--- src/hdl/dll_pkg.sv ---
package dll_pkg;

  localparam int CAPACITY = 64;
  localparam int PTR_W    = $clog2(CAPACITY + 1);
  localparam int ADDR_W   = $clog2(CAPACITY);
  localparam int DATA_W   = 32;

  typedef logic [PTR_W-1:0] ptr_t;

  localparam ptr_t NONE_PTR = ptr_t'(CAPACITY);

  typedef enum logic [3:0] {
    FN_CLEAR      = 4'd0,
    FN_INS_HEAD   = 4'd1,
    FN_INS_TAIL   = 4'd2,
    FN_CUR_FIRST  = 4'd3,
    FN_CUR_LAST   = 4'd4,
    FN_DEL_HEAD   = 4'd5,
    FN_DEL_TAIL   = 4'd6,
    FN_DEL_AFTER  = 4'd7,
    FN_DEL_BEFORE = 4'd8,
    FN_INS_AFTER  = 4'd9,
    FN_INS_BEFORE = 4'd10,
    FN_WRITE_CUR  = 4'd11,
    FN_NEXT       = 4'd12,
    FN_PREV       = 4'd13,
    FN_NOP        = 4'd14
  } func_e;

  typedef enum logic [3:0] {
    S_IDLE,
    S_RD_LINK,
    S_RD_NODE,
    S_WR1,
    S_WR2,
    S_RD_HEAD,
    S_RD_TAIL,
    S_RD_CUR,
    S_DONE
  } state_e;

  typedef struct packed {
    logic load;
    logic rd_link;
    logic rd_node;
    logic wr1;
    logic wr2;
    logic rd_head;
    logic rd_tail;
    logic rd_cur;
    logic done;
  } ctrl_cmd_t;

  function automatic logic is_node(ptr_t p);
    return p < NONE_PTR;
  endfunction

endpackage

--- src/hdl/doubly_linked_list_engine_unit.sv ---
// Doubly linked list engine with a cursor, holding signed 32-bit values in a
// pool of 64 nodes with head, tail and cursor pointers and a free list.
// Command channel: a transaction is accepted at a rising edge where start is
// high and busy is low; func_i selects the command and value_i carries data.
// Result channel: done_o is high for exactly one cycle with head, tail and
// cursor values, nonempty, cursor_active and error. The receiver cannot stall,
// so the result must be taken in that cycle.
// busy is high from acceptance until the result is shown, so a new command can
// be accepted at the edge that ends the cycle showing the previous result; a
// command is not taken before the previous one is through.
// The steps follow the single-port node memories: the cursor links are read,
// then the target node links, the links are written in S_WR1 and S_WR2, head,
// tail and cursor data are read in turn, and the result is registered.
// Reset empties the list and the pool at once; node memories are not cleared,
// and data read from unused entries is never used.
module doubly_linked_list_engine_unit (
  input  logic               clk_i,
  input  logic               rst_ni,
  input  logic               start,
  output logic               busy,
  input  logic [3:0]         func_i,
  input  logic signed [31:0] value_i,
  output logic signed [31:0] head_value_o,
  output logic signed [31:0] tail_value_o,
  output logic signed [31:0] cursor_value_o,
  output logic               nonempty_o,
  output logic               cursor_active_o,
  output logic               error_o,
  output logic               done_o
);
  import dll_pkg::*;

  ctrl_cmd_t cmd;

  dll_ctrl u_ctrl (
    .clk_i   (clk_i),
    .rst_ni  (rst_ni),
    .start_i (start),
    .busy_o  (busy),
    .cmd_o   (cmd)
  );

  dll_dp u_dp (
    .clk_i           (clk_i),
    .rst_ni          (rst_ni),
    .cmd_i           (cmd),
    .func_i          (func_i),
    .value_i         (value_i),
    .head_value_o    (head_value_o),
    .tail_value_o    (tail_value_o),
    .cursor_value_o  (cursor_value_o),
    .nonempty_o      (nonempty_o),
    .cursor_active_o (cursor_active_o),
    .error_o         (error_o),
    .done_o          (done_o)
  );

endmodule

--- src/hdl/dll_ram.sv ---
module dll_ram #(
  parameter int WIDTH = 32,
  parameter int DEPTH = 64
) (
  input  logic                     clk_i,
  input  logic                     we_i,
  input  logic [$clog2(DEPTH)-1:0] addr_i,
  input  logic [WIDTH-1:0]         wdata_i,
  output logic [WIDTH-1:0]         rdata_o
);

  logic [WIDTH-1:0] mem_q [DEPTH];
  logic [WIDTH-1:0] rdata_q;

  always_ff @(posedge clk_i) begin
    if (we_i) begin
      mem_q[addr_i] <= wdata_i;
    end else begin
      rdata_q <= mem_q[addr_i];
    end
  end

  assign rdata_o = rdata_q;

endmodule

--- src/hdl/dll_ctrl.sv ---
module dll_ctrl (
  input  logic               clk_i,
  input  logic               rst_ni,
  input  logic               start_i,
  output logic               busy_o,
  output dll_pkg::ctrl_cmd_t cmd_o
);
  import dll_pkg::*;

  state_e state_q, state_d;

  always_ff @(posedge clk_i or negedge rst_ni) begin
    if (!rst_ni) begin
      state_q <= S_IDLE;
    end else begin
      state_q <= state_d;
    end
  end

  always_comb begin
    state_d = state_q;
    case (state_q)
      S_IDLE:    if (start_i) state_d = S_RD_LINK;
      S_RD_LINK: state_d = S_RD_NODE;
      S_RD_NODE: state_d = S_WR1;
      S_WR1:     state_d = S_WR2;
      S_WR2:     state_d = S_RD_HEAD;
      S_RD_HEAD: state_d = S_RD_TAIL;
      S_RD_TAIL: state_d = S_RD_CUR;
      S_RD_CUR:  state_d = S_DONE;
      S_DONE:    state_d = S_IDLE;
      default:   state_d = S_IDLE;
    endcase
  end

  always_comb begin
    cmd_o  = '0;
    busy_o = 1'b1;
    case (state_q)
      S_IDLE: begin
        busy_o     = 1'b0;
        cmd_o.load = start_i;
      end
      S_RD_LINK: cmd_o.rd_link = 1'b1;
      S_RD_NODE: cmd_o.rd_node = 1'b1;
      S_WR1:     cmd_o.wr1     = 1'b1;
      S_WR2:     cmd_o.wr2     = 1'b1;
      S_RD_HEAD: cmd_o.rd_head = 1'b1;
      S_RD_TAIL: cmd_o.rd_tail = 1'b1;
      S_RD_CUR:  cmd_o.rd_cur  = 1'b1;
      S_DONE:    cmd_o.done    = 1'b1;
      default:   busy_o = 1'b1;
    endcase
  end

endmodule

--- src/hdl/dll_dp.sv ---
module dll_dp (
  input  logic                       clk_i,
  input  logic                       rst_ni,
  input  dll_pkg::ctrl_cmd_t         cmd_i,
  input  logic [3:0]                 func_i,
  input  logic signed [31:0]         value_i,
  output logic signed [31:0]         head_value_o,
  output logic signed [31:0]         tail_value_o,
  output logic signed [31:0]         cursor_value_o,
  output logic                       nonempty_o,
  output logic                       cursor_active_o,
  output logic                       error_o,
  output logic                       done_o
);
  import dll_pkg::*;

  logic [3:0]        func_q;
  logic [DATA_W-1:0] val_q;
  logic              act_q;
  ptr_t head_q, tail_q, cur_q, free_q, fresh_q;
  ptr_t succ_q, pred_q, tgt_q, n_q, p_q, q_q;
  logic delok_q, insgo_q, delgo_q, err_q;
  logic [DATA_W-1:0] hv_q, tv_q, cv_q;
  logic nonempty_q, cact_q, errout_q, valid_q;

  logic              nx_we, pv_we, dt_we;
  logic [ADDR_W-1:0] nx_addr, pv_addr, dt_addr;
  ptr_t              nx_wdata, pv_wdata, nx_rdata, pv_rdata;
  logic [DATA_W-1:0] dt_wdata, dt_rdata;

  ptr_t tgt_c, ip_c, iq_c, gn_c;
  logic delok_c, insreq_c, have_free, have_fresh, full_c, insgo_c;

  always_comb begin
    tgt_c   = NONE_PTR;
    delok_c = 1'b0;
    case (func_q)
      FN_DEL_HEAD: begin
        tgt_c   = head_q;
        delok_c = is_node(head_q);
      end
      FN_DEL_TAIL: begin
        tgt_c   = tail_q;
        delok_c = is_node(tail_q);
      end
      FN_DEL_AFTER: begin
        tgt_c   = nx_rdata;
        delok_c = act_q && (cur_q != tail_q);
      end
      FN_DEL_BEFORE: begin
        tgt_c   = pv_rdata;
        delok_c = act_q && (cur_q != head_q);
      end
      default: tgt_c = NONE_PTR;
    endcase
  end

  always_comb begin
    insreq_c = 1'b0;
    ip_c     = NONE_PTR;
    iq_c     = NONE_PTR;
    case (func_q)
      FN_INS_HEAD: begin
        insreq_c = 1'b1;
        iq_c     = head_q;
      end
      FN_INS_TAIL: begin
        insreq_c = 1'b1;
        ip_c     = tail_q;
      end
      FN_INS_AFTER: begin
        insreq_c = act_q;
        ip_c     = cur_q;
        iq_c     = succ_q;
      end
      FN_INS_BEFORE: begin
        insreq_c = act_q;
        ip_c     = pred_q;
        iq_c     = cur_q;
      end
      default: insreq_c = 1'b0;
    endcase
  end

  assign have_free  = is_node(free_q);
  assign have_fresh = is_node(fresh_q);
  assign gn_c       = have_free ? free_q : fresh_q;
  assign full_c     = !have_free && !have_fresh;
  assign insgo_c    = insreq_c && !full_c;

  // Memory port steering. Reads default to the cursor node.
  always_comb begin
    nx_we    = 1'b0;
    pv_we    = 1'b0;
    dt_we    = 1'b0;
    nx_addr  = cur_q[ADDR_W-1:0];
    pv_addr  = cur_q[ADDR_W-1:0];
    dt_addr  = cur_q[ADDR_W-1:0];
    nx_wdata = NONE_PTR;
    pv_wdata = NONE_PTR;
    dt_wdata = val_q;
    if (cmd_i.rd_node) begin
      nx_addr = insreq_c ? free_q[ADDR_W-1:0] : tgt_c[ADDR_W-1:0];
      pv_addr = tgt_c[ADDR_W-1:0];
    end
    if (cmd_i.wr1) begin
      if (insgo_c) begin
        nx_we    = 1'b1;
        pv_we    = 1'b1;
        dt_we    = 1'b1;
        nx_addr  = gn_c[ADDR_W-1:0];
        pv_addr  = gn_c[ADDR_W-1:0];
        dt_addr  = gn_c[ADDR_W-1:0];
        nx_wdata = iq_c;
        pv_wdata = ip_c;
      end else if (delok_q) begin
        nx_we    = 1'b1;
        nx_addr  = tgt_q[ADDR_W-1:0];
        nx_wdata = free_q;
      end else if (func_q == FN_WRITE_CUR && act_q) begin
        dt_we = 1'b1;
      end
    end
    if (cmd_i.wr2 && (insgo_q || delgo_q)) begin
      nx_we    = is_node(p_q);
      pv_we    = is_node(q_q);
      nx_addr  = p_q[ADDR_W-1:0];
      pv_addr  = q_q[ADDR_W-1:0];
      nx_wdata = insgo_q ? n_q : q_q;
      pv_wdata = insgo_q ? n_q : p_q;
    end
    if (cmd_i.rd_head) dt_addr = head_q[ADDR_W-1:0];
    if (cmd_i.rd_tail) dt_addr = tail_q[ADDR_W-1:0];
  end

  dll_ram #(.WIDTH(PTR_W), .DEPTH(CAPACITY)) u_next_ram (
    .clk_i   (clk_i),
    .we_i    (nx_we),
    .addr_i  (nx_addr),
    .wdata_i (nx_wdata),
    .rdata_o (nx_rdata)
  );

  dll_ram #(.WIDTH(PTR_W), .DEPTH(CAPACITY)) u_prev_ram (
    .clk_i   (clk_i),
    .we_i    (pv_we),
    .addr_i  (pv_addr),
    .wdata_i (pv_wdata),
    .rdata_o (pv_rdata)
  );

  dll_ram #(.WIDTH(DATA_W), .DEPTH(CAPACITY)) u_data_ram (
    .clk_i   (clk_i),
    .we_i    (dt_we),
    .addr_i  (dt_addr),
    .wdata_i (dt_wdata),
    .rdata_o (dt_rdata)
  );

  always_ff @(posedge clk_i or negedge rst_ni) begin
    if (!rst_ni) begin
      head_q     <= NONE_PTR;
      tail_q     <= NONE_PTR;
      cur_q      <= NONE_PTR;
      free_q     <= NONE_PTR;
      fresh_q    <= '0;
      insgo_q    <= 1'b0;
      delgo_q    <= 1'b0;
      delok_q    <= 1'b0;
      err_q      <= 1'b0;
      nonempty_q <= 1'b0;
      cact_q     <= 1'b0;
      errout_q   <= 1'b0;
      valid_q    <= 1'b0;
    end else begin
      valid_q <= cmd_i.done;
      if (cmd_i.load) begin
        insgo_q <= 1'b0;
        delgo_q <= 1'b0;
        delok_q <= 1'b0;
        err_q   <= 1'b0;
      end
      if (cmd_i.rd_node) begin
        delok_q <= delok_c;
      end
      if (cmd_i.wr1) begin
        err_q   <= insreq_c && full_c;
        insgo_q <= insgo_c;
        delgo_q <= delok_q;
        if (insgo_c) begin
          if (have_free) begin
            free_q <= nx_rdata;
          end else begin
            fresh_q <= fresh_q + ptr_t'(1);
          end
        end else if (delok_q) begin
          free_q <= tgt_q;
        end
      end
      if (cmd_i.wr2) begin
        case (func_q)
          FN_CLEAR: begin
            head_q  <= NONE_PTR;
            tail_q  <= NONE_PTR;
            cur_q   <= NONE_PTR;
            free_q  <= NONE_PTR;
            fresh_q <= '0;
          end
          FN_CUR_FIRST: cur_q <= head_q;
          FN_CUR_LAST:  cur_q <= tail_q;
          FN_NEXT: if (act_q) begin
            cur_q <= (cur_q == tail_q) ? NONE_PTR : succ_q;
          end
          FN_PREV: if (act_q) begin
            cur_q <= (cur_q == head_q) ? NONE_PTR : pred_q;
          end
          default: begin
            if (insgo_q) begin
              if (!is_node(p_q)) head_q <= n_q;
              if (!is_node(q_q)) tail_q <= n_q;
            end
            if (delgo_q) begin
              if (!is_node(p_q)) head_q <= q_q;
              if (!is_node(q_q)) tail_q <= p_q;
              if (cur_q == n_q) cur_q <= NONE_PTR;
            end
          end
        endcase
      end
      if (cmd_i.done) begin
        nonempty_q <= is_node(head_q);
        cact_q     <= is_node(cur_q);
        errout_q   <= err_q;
      end
    end
  end

  // Payload registers.
  always_ff @(posedge clk_i) begin
    if (cmd_i.load) begin
      func_q <= func_i;
      val_q  <= value_i;
      act_q  <= is_node(cur_q);
    end
    if (cmd_i.rd_node) begin
      succ_q <= nx_rdata;
      pred_q <= pv_rdata;
      tgt_q  <= tgt_c;
    end
    if (cmd_i.wr1) begin
      if (insgo_c) begin
        n_q <= gn_c;
        p_q <= ip_c;
        q_q <= iq_c;
      end else begin
        n_q <= tgt_q;
        p_q <= pv_rdata;
        q_q <= nx_rdata;
      end
    end
    if (cmd_i.rd_tail) hv_q <= is_node(head_q) ? dt_rdata : '0;
    if (cmd_i.rd_cur)  tv_q <= is_node(tail_q) ? dt_rdata : '0;
    if (cmd_i.done)    cv_q <= is_node(cur_q) ? dt_rdata : '0;
  end

  assign head_value_o    = hv_q;
  assign tail_value_o    = tv_q;
  assign cursor_value_o  = cv_q;
  assign nonempty_o      = nonempty_q;
  assign cursor_active_o = cact_q;
  assign error_o         = errout_q;
  assign done_o          = valid_q;

`ifndef SYNTHESIS
  a_done_strobe: assert property (@(posedge clk_i) disable iff (!rst_ni)
    cmd_i.done |=> valid_q)
    else $error("result strobe missing after the final step");

  a_ends_agree: assert property (@(posedge clk_i) disable iff (!rst_ni)
    is_node(head_q) == is_node(tail_q))
    else $error("head and tail disagree on an empty list");

  a_nonempty_match: assert property (@(posedge clk_i) disable iff (!rst_ni)
    valid_q |-> (nonempty_q == is_node(head_q)))
    else $error("reported nonempty flag does not match the head pointer");

  a_single_op: assert property (@(posedge clk_i) disable iff (!rst_ni)
    !(insgo_q && delgo_q))
    else $error("insert and delete both armed in one transaction");
`endif

endmodule

--- config.mk ---
export PLATFORM = sky130hd
export DESIGN_NAME = doubly_linked_list_engine_unit
export DESIGN_NICKNAME = d
export VERILOG_FILES = /design/src/hdl/dll_pkg.sv /design/src/hdl/doubly_linked_list_engine_unit.sv /design/src/hdl/dll_ram.sv /design/src/hdl/dll_ctrl.sv /design/src/hdl/dll_dp.sv
export SDC_FILE = /design/constraint.sdc
export NUM_CORES = 2
export LEC_CHECK = 0
export BUFFER_PORTS_ARGS = -buffer_cell sky130_fd_sc_hd__buf_2
export CORE_MARGIN = 3
export CORE_UTILIZATION = 30
export CTS_CLUSTER_DIAMETER = 100
export DETAILED_ROUTE_END_ITERATION = 8
export GPL_ROUTABILITY_DRIVEN = 1
export PLACE_DENSITY_LB_ADDON = 0.1
export SETUP_SLACK_MARGIN = 0.5
export SLEW_MARGIN = 20
export SYNTH_ARGS = -nofsm -noshare
export SYNTH_HDL_FRONTEND = slang
export SYNTH_HIERARCHICAL = 1
export SYNTH_SLANG_ARGS = --single-unit
--- constraint.sdc ---
create_clock -name clk_i -period 9 [get_ports clk_i]
set_input_delay 0.9 -clock clk_i [delete_from_list [all_inputs] [get_ports clk_i]]
set_output_delay 0.9 -clock clk_i [all_outputs]
set_load 0.02 [all_outputs]
-- Word level (Yosys, flattened, before mapping)
Memory sizes are Yosys's and may differ from the RTL's. A register that Yosys moved wholly into a read port is not among the register bits.
Cells that the tools add are included.
W data, S select, Z words.
- $add $sub $neg: 1
- magnitude comparators: 7
- equality and inequality tests: 29
- muxes and demuxes: 93
- bitwise logic cells: 1
- reductions and logical operators: 25
- operator list (cell ; number):
    $mux W7 ; 38
    $mux W6 ; 14
    $lt A7 B7 Y1 const B ; 7
    $pmux W7 S3 ; 2
    $pmux W7 S5 ; 1
    $eq A4 B3 Y1 const B ; 8
    $pmux W4 S8 ; 1
    $mux W1 ; 31
    $eq A4 B4 Y1 const B ; 7
    $pmux W7 S2 ; 2
    $pmux W7 S4 ; 1
    $eq A7 B7 Y1 ; 3
    $eq A4 B2 Y1 const B ; 4
    $ne A7 B7 Y1 ; 2
    $reduce_bool A6 Y1 ; 2
    $eq A4 B1 Y1 const B ; 2
    $logic_not A4 Y1 ; 2
    $add A7 B1 Y7 const B ; 1
    $logic_and A1 B1 Y1 ; 7
    $logic_not A1 Y1 ; 6
    $reduce_and A5 Y1 ; 1
    $mux W4 ; 1
    $ne A2 B1 Y1 const B ; 2
    $pmux W1 S4 ; 1
    other kinds (8) ; 10
- flip-flop bits (word level): 222
- memory bits (writable): 2944
- output and inout port bits: 101
- logic and storage cells: 185
- memories: 3
- memory list (name ; depth ; width ; rd ports ; clocked after Yosys merged registers in ; write ports ; RTL line ; text):
    u_dp.u_data_ram.mem_q ; 64 ; 32 ; 1 ; 1 ; 1 ; dll_ram.sv:12 ; logic [WIDTH-1:0] mem_q [DEPTH];
    u_dp.u_next_ram.mem_q ; 64 ; 7 ; 1 ; 1 ; 1 ; dll_ram.sv:12 ;
    u_dp.u_prev_ram.mem_q ; 64 ; 7 ; 1 ; 1 ; 1 ; dll_ram.sv:12 ;

-- Logic depth before layout (Yosys ltp)
- word-level depth: 10
- depth in mapped cells: 20
- mapped depth without buffers: 13

-- By module
The synthesis kept the hierarchy.
- by module, submodules not included (module ; times used ; cells an instance ; area each (um2) ; seq. area each (um2)):
    dll_ram (u_dp.u_data_ram) ; 1 ; 4416 ; 78801.8 ; 62459.9
    dll_ram (u_dp.u_next_ram ...) ; 2 ; 1041 ; 17832.1 ; 13663.1
    dll_dp ; 1 ; 895 ; 10522.6 ; 6336.1
    dll_ctrl ; 1 ; 26 ; 211.5 ; 100.1

-- Worst setup path before layout
Ideal clock, no wire load.
- kind: register to register
- start: register u_ctrl.state_q[2]
- end: memory u_dp.u_data_ram.mem_q[13][0] (enable)
- setup time: 0.421 ns
- arrival: 5.923 ns
- required time: 8.579 ns
- slack: 2.656 ns
- cell stages (with the launch flop): 18
- buffers on the path: 8
- clock period less this slack: 6.344 ns
- path through: dfrtp_1 or2_1 nor2_1 clkbuf_1 nand2b_1 nor4_2 buf_2 nor2_1 a211o_1 a21oi_1 buf_4 buf_6 buf_2 buf_2 buf_2 buf_2 nand3_1 nor2_1
- RTL lines (element ; RTL line ; text):
    start, declared ; dll_ctrl.sv:10 ; state_e state_q, state_d;
    start signal, assigned ; dll_ctrl.sv:16 ; state_q <= state_d;
    end, declared ; dll_ram.sv:12 ;

==> parameters.txt <==
Parameter                              Value

Cells and area
  Final net count    7690
  Non-filler cells, final    approximately 13000
  Synthesis-to-layout area growth    15.52%
  Core utilization of the finished layout    0.3491
  Ratio of cells with drive above 1 in the final layout    0.1639

Setup path
  Reg-to-Reg Start    u_ctrl/state_q[2]
  Kind of start point of the critical path    flip-flop
  Crit path required time    9660 ps
  Worst Path Arrival    7540 ps
  Worst-path fanout max    approximately 80
  Minimum setup slack among reg-to-reg paths    2130 ps
  Origin of the worst setup path    u_ctrl/state_q[2]
  Class of the most critical setup path    flip-flop to flip-flop
  Critical path capture point type    flip-flop

STA
  Transition at the pin with the smallest max-transition slack    1284 ps
  Final critical path time including I/O delays and setup    6871 ps
  Worst-case clock skew    44.88 ps
  Tcrit/Tclk final    0.7635
  Post-Route Setup TNS    0 ps
  Total setup violations reported at the end of the flow    0
  Unrepaired setup endpoints after global routing    no
  Number of hold-slack violations in the final timing report    0
  Fin. max-slew vios    0
  Achievable frequency    145.5 MHz
  Worst rel slew slack    0.1388

Placement
  Detailed Place HPWL    275.4 mm
  Number of placed cells counting well taps    12767
  Gp weighted congestion    0.8472
  Input/output buffers    139

Yosys
  Summed instance area of the synthesized netlist    125200 µm²
  Synthesized area per cell    ~17 µm²
  Warnings, synthesis    6
  Cell count after synthesis    around 7400
  Syn Nets    7458

Floorplan
  Core area    414300 µm²
  Die Footprint    425100 µm²
  Die W    approximately 650 µm
  Number of placement rows    roughly 240
  Boundary Pins    140
  Chip Height    roughly 650 µm
  Starting Density    0.3022

Route
  Number of vias in the routed layout    ~74000
  Routed wire length    456.4 mm
  Drt pass-1 iters    7
  Number of nets with antenna violations after detailed routing    0
  Via-to-Cell Ratio    5.542
  DRC violations left    0
  Routed len/inst    34.04 µm
  Number of DRC violations after detailed-routing iteration 0    8160

Power
  Cell area power density    approximately 360 nW/µm²
  Leak    roughly 0.044 µW
  Largest voltage drop on the vdd net    462.2 µV

GRT
  Wire length of the first global-routing pass    627.2 mm
  Combined global-route utilization of all metal layers    0.2086
  Overflow left after global routing    0
  Number of antenna violations at the first check in global routing    15
  Maximum number of pins on one net before global-route repair    107
  Via count of the first global-routing pass    73197

Outcome
  Run status    completed

Clock tree
  Clock root buffer master    sky130_fd_sc_hd__clkbuf_16
  Number of buffers inserted by post-CTS setup repair    0
  Quantity of hold-fixing buffers added after cts    0
  CTS clk-pin slew, worst paths    around 50 ps
  Count of H-tree levels built during CTS    5
  CTS buffer count    355
  Count of instances resized after the clock tree is built    0
  Clock Sinks    3212
  TritonCTS clock tree    built
  Clock insertion delay at the later pin of the skew report    940 ps
  Max clock buf depth    4

Job
  Number of max-cap violations    0

Min path
  Type of the tightest min-delay check    input port to async pin
## flip-flops by register name, indices dropped and copies added (netlist names), 4 cells and up
name / count
u_ctrl/state_q: 4
u_dp/cur_q: 7
u_dp/cursor_value_o: 32
u_dp/dt_wdata: 32
u_dp/free_q: 7
u_dp/fresh_q: 7
u_dp/func_q: 4
u_dp/head_q: 7
u_dp/head_value_o: 32
u_dp/n_q: 7
u_dp/p_q: 7
u_dp/pred_q: 7
u_dp/q_q: 7
u_dp/succ_q: 7
u_dp/tail_q: 7
u_dp/tail_value_o: 32
u_dp/tgt_q: 7
u_dp/u_data_ram/mem_q: 2048
u_dp/u_data_ram/rdata_o: 32
u_dp/u_next_ram/mem_q: 448
u_dp/u_next_ram/rdata_o: 7
u_dp/u_prev_ram/mem_q: 448
u_dp/u_prev_ram/rdata_o: 7
## metal layers
layer | vias up | routed length, µm | track usage
met5 | - | 0 | 0
met4 | 0 | 11090 | 0.04938
met3 | 529 | 26030 | 0.02866
met2 | 2649 | 215700 | 0.3373
met1 | 40098 | 203600 | 0.2969
li1 | 31043 | - | -
## critical path, cell delays in order (launching register included)
cell and delay, ps:
sky130_fd_sc_hd__dfrtp_1 420, sky130_fd_sc_hd__or2_1 330, sky130_fd_sc_hd__nor2_4 130, sky130_fd_sc_hd__buf_4 430, sky130_fd_sc_hd__nand2b_1 290, sky130_fd_sc_hd__nor4_2 190
sky130_fd_sc_hd__buf_4 240, sky130_fd_sc_hd__nor2_1 50, sky130_fd_sc_hd__a211o_1 330, sky130_fd_sc_hd__a21oi_4 800, sky130_fd_sc_hd__buf_4 350, sky130_fd_sc_hd__inv_8 280
sky130_fd_sc_hd__nand2_1 560, sky130_fd_sc_hd__o22ai_1 170, sky130_fd_sc_hd__o21ai_0 740, sky130_fd_sc_hd__nand3_1 490, sky130_fd_sc_hd__or4_1 640
## metrics by stage
step	setup slack [ps]	total power (µW)	hold WS [ps]	cell area [µm²]
2_1_floorplan	2673	29080	438.9	125200
3_3_place_gp	836.3	38360	493.8	133400
3_5_place_dp	2301	38420	495.2	133500
4_1_cts	2266	52690	48.28	144600
5_1_grt	1998	54180	97.73	144600
6_report	2129	52290	132.0	144600
## power breakdown
part	internal [µW]	leakage, µW	switching [µW]
combinational	5680	0.00963	14200
clock	8170	0.00541	6030
sequential	17500	0.0289	687
## final cells by class
class / count / area (µm²)
clock inverter: 177 / 1617
clock buffer: 462 / 9487
inverter: 36 / 150.1
tap: 5474 / 6849
timing repair buffer: 437 / 3243
antenna: 4 / 10.01
multi-input combinational: 3608 / 27050
sequential: 3212 / 96220
fill: 39230 / 269700
## layout by cell type (no fill, tap or decap), types with 97 or more instances in the layout
master,instances
sky130_fd_sc_hd__nor2b_1,110
sky130_fd_sc_hd__a21oi_1,152
sky130_fd_sc_hd__clkbuf_16,364
sky130_fd_sc_hd__nand2_1,201
sky130_fd_sc_hd__mux2_2,130
sky130_fd_sc_hd__o22ai_1,188
sky130_fd_sc_hd__a221oi_1,559
sky130_fd_sc_hd__a22oi_1,443
sky130_fd_sc_hd__edfxtp_1,3165
sky130_fd_sc_hd__o21ai_0,219
sky130_fd_sc_hd__nor2_1,440
sky130_fd_sc_hd__buf_4,271
sky130_fd_sc_hd__mux2i_1,237
sky130_fd_sc_hd__clkbuf_1,97
sky130_fd_sc_hd__buf_2,141
## final timing paths
| path | end | cells after the start |
|---|---|---|
| worst max-delay path | u_dp/u_data_ram/rdata_o[21] | 16 |
| worst min-delay path | u_dp/fresh_q[1] | 2 |
| worst max register to register | u_dp/u_data_ram/rdata_o[21] | 16 |
| worst min register to register | u_dp/nonempty_o | 1 |
| max in group asynchronous | u_dp/nonempty_o | 2 |
| min in group clk_i | u_dp/dt_wdata[18] | 1 |
No activity file was read; power rests on OpenSTA's default activity.
